==> config.mk <==
export PLATFORM = sky130hd
export DESIGN_NAME = fecrt_column_update
export DESIGN_NICKNAME = d
export VERILOG_FILES = /design/src/field_edge_column_run_tracker_unit_defines.svh /design/src/fecrt_pkg.sv /design/src/fecrt_column_update.sv
export SDC_FILE = /design/constraint.sdc
export NUM_CORES = 1
export LEC_CHECK = 0
export BUFFER_PORTS_ARGS = -buffer_cell sky130_fd_sc_hd__buf_4
export CAP_MARGIN = 25
export CORE_UTILIZATION = 41
export DETAILED_ROUTE_END_ITERATION = 12
export PLACE_DENSITY = 0.92
export SETUP_SLACK_MARGIN = 0.1
export SLEW_MARGIN = 40
export SYNTH_ARGS = -nofsm -noshare
export SYNTH_HDL_FRONTEND = slang
export SYNTH_SLANG_ARGS = --single-unit
==> constraint.sdc <==
create_clock -name vclk -period 4.75
set_clock_uncertainty 0.05 [all_clocks]
set_input_delay 0.475 -clock vclk [all_inputs]
set_output_delay 0.475 -clock vclk [all_outputs]
set_load 0.03 [all_outputs]
==> src/field_edge_column_run_tracker_unit_defines.svh <==
// Assertion macros shared by the field edge column run tracker RTL.
`ifndef FIELD_EDGE_COLUMN_RUN_TRACKER_UNIT_DEFINES_SVH
`define FIELD_EDGE_COLUMN_RUN_TRACKER_UNIT_DEFINES_SVH

`ifndef SYNTHESIS

// Same-cycle implication: when cond holds, prop holds on that edge.
`define FECRT_ASSERT_IMPLIES(label, clk, rst, cond, prop) \
   label: assert property (@(posedge clk) disable iff (rst) (cond) |-> (prop)) \
      else $error("assertion failed: same-cycle implication");

// Next-cycle implication: when cond holds, prop holds on the following edge.
`define FECRT_ASSERT_NEXT(label, clk, rst, cond, prop) \
   label: assert property (@(posedge clk) disable iff (rst) (cond) |=> (prop)) \
      else $error("assertion failed: next-cycle implication");

`else

`define FECRT_ASSERT_IMPLIES(label, clk, rst, cond, prop)
`define FECRT_ASSERT_NEXT(label, clk, rst, cond, prop)

`endif

`endif

==> src/fecrt_pkg.sv <==
// Package: types, constants and helpers of the field edge column run tracker.
`default_nettype none

package fecrt_pkg;

   // Storage dimensions
   localparam int MAX_WIDTH  = 1024;
   localparam int MAX_HEIGHT = 1024;

   // Field widths
   localparam int LABEL_W = 8;
   localparam int COL_W   = 10;
   localparam int ROW_W   = 10;
   localparam int RUN_W   = 11;
   localparam int CFG_W   = 11;
   localparam int IDX_W   = $clog2(MAX_WIDTH);
   localparam int SWP_W   = IDX_W + 1;

   // Configuration port
   localparam int CSR_ADDR_W = 4;
   localparam int CSR_DATA_W = 32;

   // Saturation limits
   localparam logic [RUN_W-1:0] RUN_MAX = {RUN_W{1'b1}};
   localparam logic [ROW_W-1:0] ROW_MAX = {ROW_W{1'b1}};

   // Register reset values
   localparam logic [LABEL_W-1:0] FIELD_LABEL_RST = 8'd0;
   localparam logic [CFG_W-1:0]   MIN_RUN_RST     = 11'd5;
   localparam logic [CFG_W-1:0]   IMG_WIDTH_RST   = 11'd640;
   localparam logic [CFG_W-1:0]   IMG_HEIGHT_RST  = 11'd480;

   // Register indexes (byte address / 4)
   typedef enum logic [1:0] {
      REG_FIELD_LABEL = 2'd0,
      REG_MIN_RUN     = 2'd1,
      REG_IMG_WIDTH   = 2'd2,
      REG_IMG_HEIGHT  = 2'd3
   } reg_index_type;

   // Input command codes
   localparam logic CMD_PIXEL = 1'b0;
   localparam logic CMD_FRAME = 1'b1;

   // One column's stored state
   typedef struct packed {
      logic [RUN_W-1:0] run;
      logic [ROW_W-1:0] edge_row;
   } col_entry_type;

   // Columns in use: image width limited to storage depth
   function automatic logic [SWP_W-1:0] active_width(input logic [CFG_W-1:0] w);
      logic [SWP_W-1:0] lim;
      lim = SWP_W'(MAX_WIDTH);
      if ({1'b0, w} > {{(SWP_W+1-CFG_W){1'b0}}, lim}) begin
         return lim;
      end
      return SWP_W'(w);
   endfunction

   // Edge row loaded at frame start: height minus one, clamped
   function automatic logic [ROW_W-1:0] edge_reset_value(input logic [CFG_W-1:0] h);
      logic [CFG_W:0] hc;
      hc = {1'b0, h};
      if (hc > (CFG_W+1)'(MAX_HEIGHT)) begin
         hc = (CFG_W+1)'(MAX_HEIGHT);
      end
      if (hc == '0) begin
         return '0;
      end
      hc = hc - 1'b1;
      if (hc > {{(CFG_W+1-ROW_W){1'b0}}, ROW_MAX}) begin
         return ROW_MAX;
      end
      return hc[ROW_W-1:0];
   endfunction

endpackage

`default_nettype wire

==> src/fecrt_column_update.sv <==
// Per-pixel column update: run count advance, saturation and edge row capture.
`default_nettype none

module fecrt_column_update (
   input  fecrt_pkg::col_entry_type              cur_entry,
   input  logic [fecrt_pkg::LABEL_W-1:0]          label,
   input  logic [fecrt_pkg::ROW_W-1:0]            row,
   input  logic [fecrt_pkg::LABEL_W-1:0]          field_label,
   input  logic [fecrt_pkg::CFG_W-1:0]            min_run,
   output fecrt_pkg::col_entry_type              new_entry
);
   import fecrt_pkg::*;

   logic [RUN_W-1:0] run_inc;

   // Saturating increment of the run
   assign run_inc = (cur_entry.run == RUN_MAX) ? cur_entry.run : cur_entry.run + 1'b1;

   // Field pixel extends the run, others break it
   always_comb begin
      new_entry = cur_entry;
      if (label == field_label) begin
         new_entry.run = run_inc;
         if (run_inc >= RUN_W'(min_run)) begin
            new_entry.edge_row = row;
         end
      end else begin
         new_entry.run = '0;
      end
   end

endmodule

`default_nettype wire

# [Word level (Yosys, flattened, before mapping)]
# Index checks and enable logic that the tools add are counted.
[word_totals] romBits=0 latch_bits=0 ramBits=0 reg_bits=0 out_inout_bits=21 n_memories=0 in_bits=58
[op_classes] eq_ne=2 n_addsub=1 bitwise=0 n_mul=0 muxes=4 div_mod_pow=0 n_shift=0 n_lt_le_gt_ge=1 n_reduce_logical=0
[ops] operator="2-to-1 mux 11 bit" count=2
[ops] operator="2-to-1 mux 10 bit" count=2
[ops] operator="adder 11 x 1 -> 11 bit, second input constant" count=1
[ops] operator="== test 11 bit, second input constant" count=1
[ops] operator=">= comparator 11 bit" count=1
[ops] operator="== test 8 bit" count=1

# [Depth between registers and ports, before layout]
# Gate-level depths: netlist of run 1.
[logic_depth] depth_word=5 ltp_mapped=11 depth_no_buf=11

# [Worst setup path before layout of run 1]
# No wires, ideal clock.
[synth_timing] kind="input to output" from="input port cur_entry[10] (netlist name)" to="output port new_entry[0] (netlist name)" path_slack_ps=1405 stages=11 arrival_ps=2820 n_path_buf=0 path_cell_list="ha_1 and3_1 nand4_2 nand3_1 o21a_1 ha_1 a21o_1 nand3_1 a21oi_2 o311ai_4 mux2_2"
[synth_lines] element="start, declared" line="fecrt_column_update.sv:5" rtl="input fecrt_pkg::col_entry_type cur_entry,"
[synth_lines] element="end, declared" line="fecrt_column_update.sv:10" rtl="output fecrt_pkg::col_entry_type new_entry"

==> flow_summary_export.csv, run 1 <==
group,metric,value,unit
detailed_routing,overall_via_count_from_detail_route,1051,
hold_path,worstHoldPathType,"input port to output port",
yosys,synth_warnings,0,
detailed_routing,post-route-drc-count,0,
setup_path,end_kind,"output port",
floorplanning,fp.dieArea,2160,µm²
final_layout,antenna_cells_inserted,0,
setup_path,worst_path_largest_cell_delay,0.56,ns
pwr,report.power.total,112,µW
setup_path,worst_ep_required_time,4.22,ns
hold_path,worstHoldStart,"cur_entry[8]",
placement,io_buffer_count,79,
floorplanning,number_of_placed_i_o_pins,79,
setup_path,worstPathMaxFanout,10,
detailed_routing,drtPass1Iterations,4,
final_layout,n_sequential_cell,0,
floorplanning,core-area,1780,µm²
timing,final_min_period_over_clock_period,80.3,%
placement,place_congestion,0.820,
setup_path,crit_buf_inv,2,
timing,slew_headroom,61.5,%
detailed_routing,drt_iter0_markers,3,
yosys,yosysSeqAreaShare,0,%
timing,report.final.setup_viol,0,
clocking,postCtsSetupBuffers,0,
detailed_routing,detail_route.wirelength,2720,µm
clocking,cts-hold-fix-buffers,0,
yosys,syn-instance-count,100,
detailed_routing,ant_nets,0,
yosys,yosysUniqueCellTypes,26,
global_routing,grt_remaining_overflow,0,
timing,fin_hold_ws,1.24,ns
setup_path,path_cells,"buf_4, ha_1, and3_1, nand4_2, nand3_1, o21a_1, ha_1, a21o_1, nand3_1, a21oi_2, o311ai_4, mux2_2, buf_4",
global_routing,grt_first_pass_wirelength,3840,µm
placement,post-dp-hpwl,2440,µm
floorplanning,floorplan.die.height,46.4,µm
final_layout,postLayoutCoreUtil,80.4,%
run,max-cap-violations,0,
setup_path,critPathArrivalTime,3.29,ns
timing,worst_slew_pin_slew,0.576,ns
floorplanning,die_width,46.4,µm
final_layout,drive_above_1_share,53.6,%
final_layout,final_cell_area,1430,µm²
global_routing,grtUsageTotal,24.1,%
timing,finalWorstPathRequiredPeriod,3.81,ns
floorplanning,initial_utilization,45.4,%
pwr,p_leak,0.000761,µW
detailed_routing,route.detailed.wl_per_inst,13.3,µm
detailed_routing,post_drt_via_cell_ratio,5.15,
setup_path,critical_path.startpoint_type,"input port",
pwr,ir_worst_vdd,0.0415,mV
final_layout,nClkBuffers,0,
final_layout,area_taken_by_flip_flops_and_latches,0,µm²
timing,report.final.hold_viol_count,0,
yosys,synth.net_count,170,
setup_path,worst_path_dominant_cell_family,"compound AO/OA/AOI/OAI gates",
timing,report.final.slew_viol_count,0,
pwr,pwr_density_cell,78.3,nW/µm²
setup_path,timing.critical_path.from,"cur_entry[10]",
placement,placement.cell_area,1430,µm²
yosys,mean_instance_size_in_the_synthesized_netlist,8.10,µm²
setup_path,setup.worst_path.class,"input port to output port",
floorplanning,fp-row-count,15,
setup_path,critical_path_top_delay_cell,"sky130_fd_sc_hd__o311ai_4",
timing,rsz0062_at_grt,"no",
global_routing,grt_max_degree,11,
run_status,run_status,"finished, final reports clean",
final_layout,synthToLayoutAreaGrowth,77.1,%
timing,maxClockFrequency,0.262,GHz
final_layout,finish.net_count,251,
clocking,number_of_instances_resized_during_post_cts_repair,0,
timing,totalNegativeSetupSlack,0,ns
yosys,netlist_area,810,µm²
global_routing,antenna_found_initial,0,
global_routing,grt_pass1_vias,957,
-- kinds of logic after synthesis --
group | Yosys count | share of synthesized area [%]
AOI/OAI and AO/OA | 15 | 14.7
buffers and inverters | 10 | 4.64
adders and majority gates | 12 | 18.5
muxes | 11 | 16.2
and+or+nand+nor | 37 | 29.7
xor gates and xnor gates | 15 | 16.2
-- area by class of cell --
type	instances	area, µm²
Multi-Input combinational cell	90	772
Timing Repair Buffer	79	593
Fill cell	121	349
Inverter	10	37.5
Tap cell	25	31.3
-- where the power goes --
group | switching (µW) | internal, µW | leakage, µW
registers | 0 | 0 | 0
clock network | 0 | 0 | 0
logic | 50.9 | 61.4 | 0.000761
total | 50.9 | 61.4 | 0.000761
-- per-layer routing --
layer / vias to the layer above / share of wire (%) / track usage (%)
met5: - / 0 / 0
met4: 0 / 1.3 / 4.71
met3: 4 / 9.0 / 1.18
met2: 53 / 55 / 53.3
met1: 473 / 35 / 23.0
li1: 521 / - / -
-- Yosys cell counts, drive strengths merged --
| cell type | instances | area, µm² |
|---|---|---|
| ha | 12 | 150 |
| mux2 | 11 | 131 |
| inv | 10 | 37.5 |
| xor2 | 9 | 78.8 |
| nand2 | 7 | 26.3 |
| a21oi | 6 | 33.8 |
| nand3 | 6 | 30.0 |
| xnor2 | 6 | 52.6 |
| and3 | 5 | 31.3 |
| nand4 | 5 | 37.5 |
| nor2b | 5 | 31.3 |
| and2 | 3 | 18.8 |
| a211oi | 2 | 15.0 |
| nor2 | 2 | 7.51 |
| nor4 | 2 | 42.5 |
| o21a | 2 | 15.0 |
| a21o | 1 | 7.51 |
| a31o | 1 | 8.76 |
| and4 | 1 | 8.76 |
| nand2b | 1 | 6.26 |
| o21ai | 1 | 5.00 |
| o21bai | 1 | 7.51 |
| o311ai | 1 | 26.3 |
-- layout by cell type, fill, tap and decap left out, types with 4 or more instances in the layout --
cell,n
sky130_fd_sc_hd__buf_4,79
sky130_fd_sc_hd__nor2b_1,5
sky130_fd_sc_hd__a21oi_1,5
sky130_fd_sc_hd__nand2_1,7
sky130_fd_sc_hd__nand4_1,4
sky130_fd_sc_hd__inv_1,10
sky130_fd_sc_hd__xor2_1,9
sky130_fd_sc_hd__mux2_2,9
sky130_fd_sc_hd__nand3_1,6
sky130_fd_sc_hd__xnor2_1,6
sky130_fd_sc_hd__and3_1,5
sky130_fd_sc_hd__ha_1,12
-- through the flow --
| step | std cells | setup WS (ns) |
|---|---|---|
| 6_report | 204 | 0.935 |
| 3_3_place_gp | 204 | 1.04 |
| 4_1_cts | 204 | 0.933 |
| 3_5_place_dp | 204 | 0.948 |
| 5_1_grt | 204 | 0.789 |
| 2_1_floorplan | 100 | 1.41 |
-- path summary, 6_finish.rpt --
| kind | end | slack [ns] | cells past startpoint |
|---|---|---|---|
| hold / removal | new_entry[8] | 1.24 | 3 |
| setup / recovery | new_entry[4] | 0.94 | 13 |
Note: power is estimated with default switching activity, not from simulation.
==> run 2, diff against run 1 <==
--- a/config.mk
+++ b/config.mk
@@ -7,9 +7,9 @@
 export LEC_CHECK = 0
 export BUFFER_PORTS_ARGS = -buffer_cell sky130_fd_sc_hd__buf_4
 export CAP_MARGIN = 25
-export CORE_UTILIZATION = 41
+export CORE_UTILIZATION = 35
 export DETAILED_ROUTE_END_ITERATION = 12
-export PLACE_DENSITY = 0.92
+export PLACE_DENSITY = 0.83
 export SETUP_SLACK_MARGIN = 0.1
 export SLEW_MARGIN = 40
 export SYNTH_ARGS = -nofsm -noshare
==> constraint.sdc (replaced) <==
create_clock -name vclk -period 3.3
set_clock_uncertainty 0.05 [all_clocks]
set_input_delay 0.33 -clock vclk [all_inputs]
set_output_delay 0.33 -clock vclk [all_outputs]
set_load 0.03 [all_outputs]
==> run 2 against run 1 <==
  * Combinational power grew 73%
  * Final area increased by 20%
  * Cell count increased by 5.9%
  * Routed wire length grew 15%
  * Highest routed layer unchanged
  * Non-clock buffer count increased by 9
  * Die area grew 16%
  * Via count up 6.2%
  * Clock-buffer cell count unchanged
==> flow_summary_export.csv, run 2 (synthesis results as in run 1) <==
group,metric,value,unit
pwr,share_seq_of_total_power,0,%
clocking,cts-hold-fix-buffers,0,
setup_path,critPathArrivalTime,2.76,ns
placement,preCtsSetupSlack,-0.0670,ns
global_routing,grt_pass1_vias,1117,
floorplanning,fp.dieArea,2510,µm²
placement,place_congestion,0.779,
placement,io_buffer_count,79,
setup_path,end_kind,"output port",
setup_path,setup.worst_path.class,"input port to output port",
pwr,power_report.internal_total,108,µW
timing,finalWorstPathRequiredPeriod,3.14,ns
floorplanning,fp-row-count,17,
detailed_routing,post-route-drc-count,0,
timing,final.setup.worst_slack,0.164,ns
global_routing,antenna_found_initial,0,
floorplanning,number_of_placed_i_o_pins,79,
final_layout,nClkBuffers,0,
timing,report.final.slew_viol_count,0,
floorplanning,floorplan.die.height,50.1,µm
detailed_routing,post_drt_via_cell_ratio,5.17,
global_routing,grt_first_pass_wirelength,4790,µm
pwr,p_leak,0.000862,µW
final_layout,n_sequential_cell,0,
setup_path,critical_path.startpoint_type,"input port",
pwr,pwr_density_cell,113,nW/µm²
final_layout,drive_above_1_share,64.9,%
detailed_routing,drt_iter0_markers,11,
global_routing,grtUsageTotal,24.3,%
timing,maxClockFrequency,0.319,GHz
timing,worst_slew_pin_slew,0.375,ns
final_layout,antenna_cells_inserted,0,
pwr,share_comb_of_total_power,100.0,%
timing,totalNegativeSetupSlack,0,ns
detailed_routing,ant_nets,0,
setup_path,worst_ep_required_time,2.92,ns
timing,report.final.setup_viol,0,
pwr,power.net_switching,85.8,µW
detailed_routing,drtPass1Iterations,4,
floorplanning,core-area,2190,µm²
final_layout,area_taken_by_flip_flops_and_latches,0,µm²
final_layout,layout_common_cells,"74 x sky130_fd_sc_hd__buf_4, 11 x sky130_fd_sc_hd__buf_6, 10 x sky130_fd_sc_hd__inv_1, 9 x sky130_fd_sc_hd__ha_1",
final_layout,synthToLayoutAreaGrowth,112,%
global_routing,grt_max_degree,10,
timing,rsz0062_at_grt,"yes",
timing,report.final.hold_viol_count,0,
pwr,ir_worst_vdd,0.0675,mV
run_status,run_status,"finished, final reports clean",
setup_path,worstPathMaxFanout,5,
final_layout,commonest_non_fill_non_tap_cell_in_the_layout,"sky130_fd_sc_hd__buf_4",
pwr,power.share.clock,0,%
timing,final_min_period_over_clock_period,95.0,%
floorplanning,initial_utilization,37.0,%
placement,post-dp-hpwl,2280,µm
final_layout,finish.net_count,260,
run,max-cap-violations,0,
floorplanning,die_width,50.1,µm
global_routing,grt_remaining_overflow,0,
detailed_routing,overall_via_count_from_detail_route,1116,
hold_path,worstHoldPathType,"input port to output port",
pwr,swShare,44.3,%
timing,slew_headroom,74.8,%
detailed_routing,detail_route.wirelength,3130,µm
detailed_routing,route.detailed.wl_per_inst,14.5,µm
-- run 2: cell types whose count changed in the layout (fill, tap and decap cells not counted), sizes merged --
cell / previous run / this run
buf: 79 / 88
-- run 2: cell type report --
type               count  area [µm²]
well taps             28        35.0
fillers              148         477
repair buffers        88         724
multi-input cells     90         917
inverters             10        37.5
-- run 2: repair_timing --
action / 4_1_cts / 5_1_grt
setup endpoints to repair: 10 / 10
resized for setup: 31 / 11
buffers inserted: 5 / 3
gates cloned: 1 / 0
pin swaps: 14 / 12
endpoints found under the hold margin: 0 / 0
-- run 2: power groups by stage --
stage	clock network [µW]	logic (µW)	registers, µW
global placement	0	156	0
floorplan	0	79.7	0
finish	0	194	0
global route	0	208	0
detailed placement	0	162	0
CTS	0	186	0
-- run 2: critical path: stages --
cell                       delay [ns]
sky130_fd_sc_hd__buf_8           0.08
sky130_fd_sc_hd__and4_1          0.21
sky130_fd_sc_hd__nand4_1         0.18
sky130_fd_sc_hd__nor2_2          0.19
sky130_fd_sc_hd__xnor2_2         0.13
sky130_fd_sc_hd__nand2_1         0.09
sky130_fd_sc_hd__ha_1            0.31
sky130_fd_sc_hd__nand4_1         0.16
sky130_fd_sc_hd__a21oi_2         0.07
sky130_fd_sc_hd__o311ai_4        0.33
sky130_fd_sc_hd__buf_6           0.18
sky130_fd_sc_hd__mux2_2          0.33
sky130_fd_sc_hd__buf_4           0.17
-- run 2: path summary, 6_finish.rpt --
kind / start / endpoint / slack (ns) / depth (start not counted)
max: cur_entry[11] / new_entry[2] / 0.16 / 13
min: cur_entry[8] / new_entry[8] / 0.93 / 3
-- run 2: metal layers --
| metal | GRT usage, % | vias up | wire length, µm |
|---|---|---|---|
| met2 | 51.6 | 60 | 1740 |
| met5 | 0 | - | 0 |
| met1 | 22.7 | 510 | 1050 |
| met4 | 7.62 | 0 | 114 |
| met3 | 3.09 | 8 | 232 |
| li1 | - | 538 | - |
-- run 2: metrics by stage --
step	cell area [µm²]	std cells	hold WS [ns]	power (µW)	utilization, %
final	1710	216	0.935	194	78.2
after global routing	1710	216	0.937	208	78.2
after CTS	1690	215	0.936	186	77.3
after detailed placement	1470	209	0.954	162	66.9
after global placement	1470	209	0.950	156	66.9
after floorplan	810	100	0.790	79.7	-
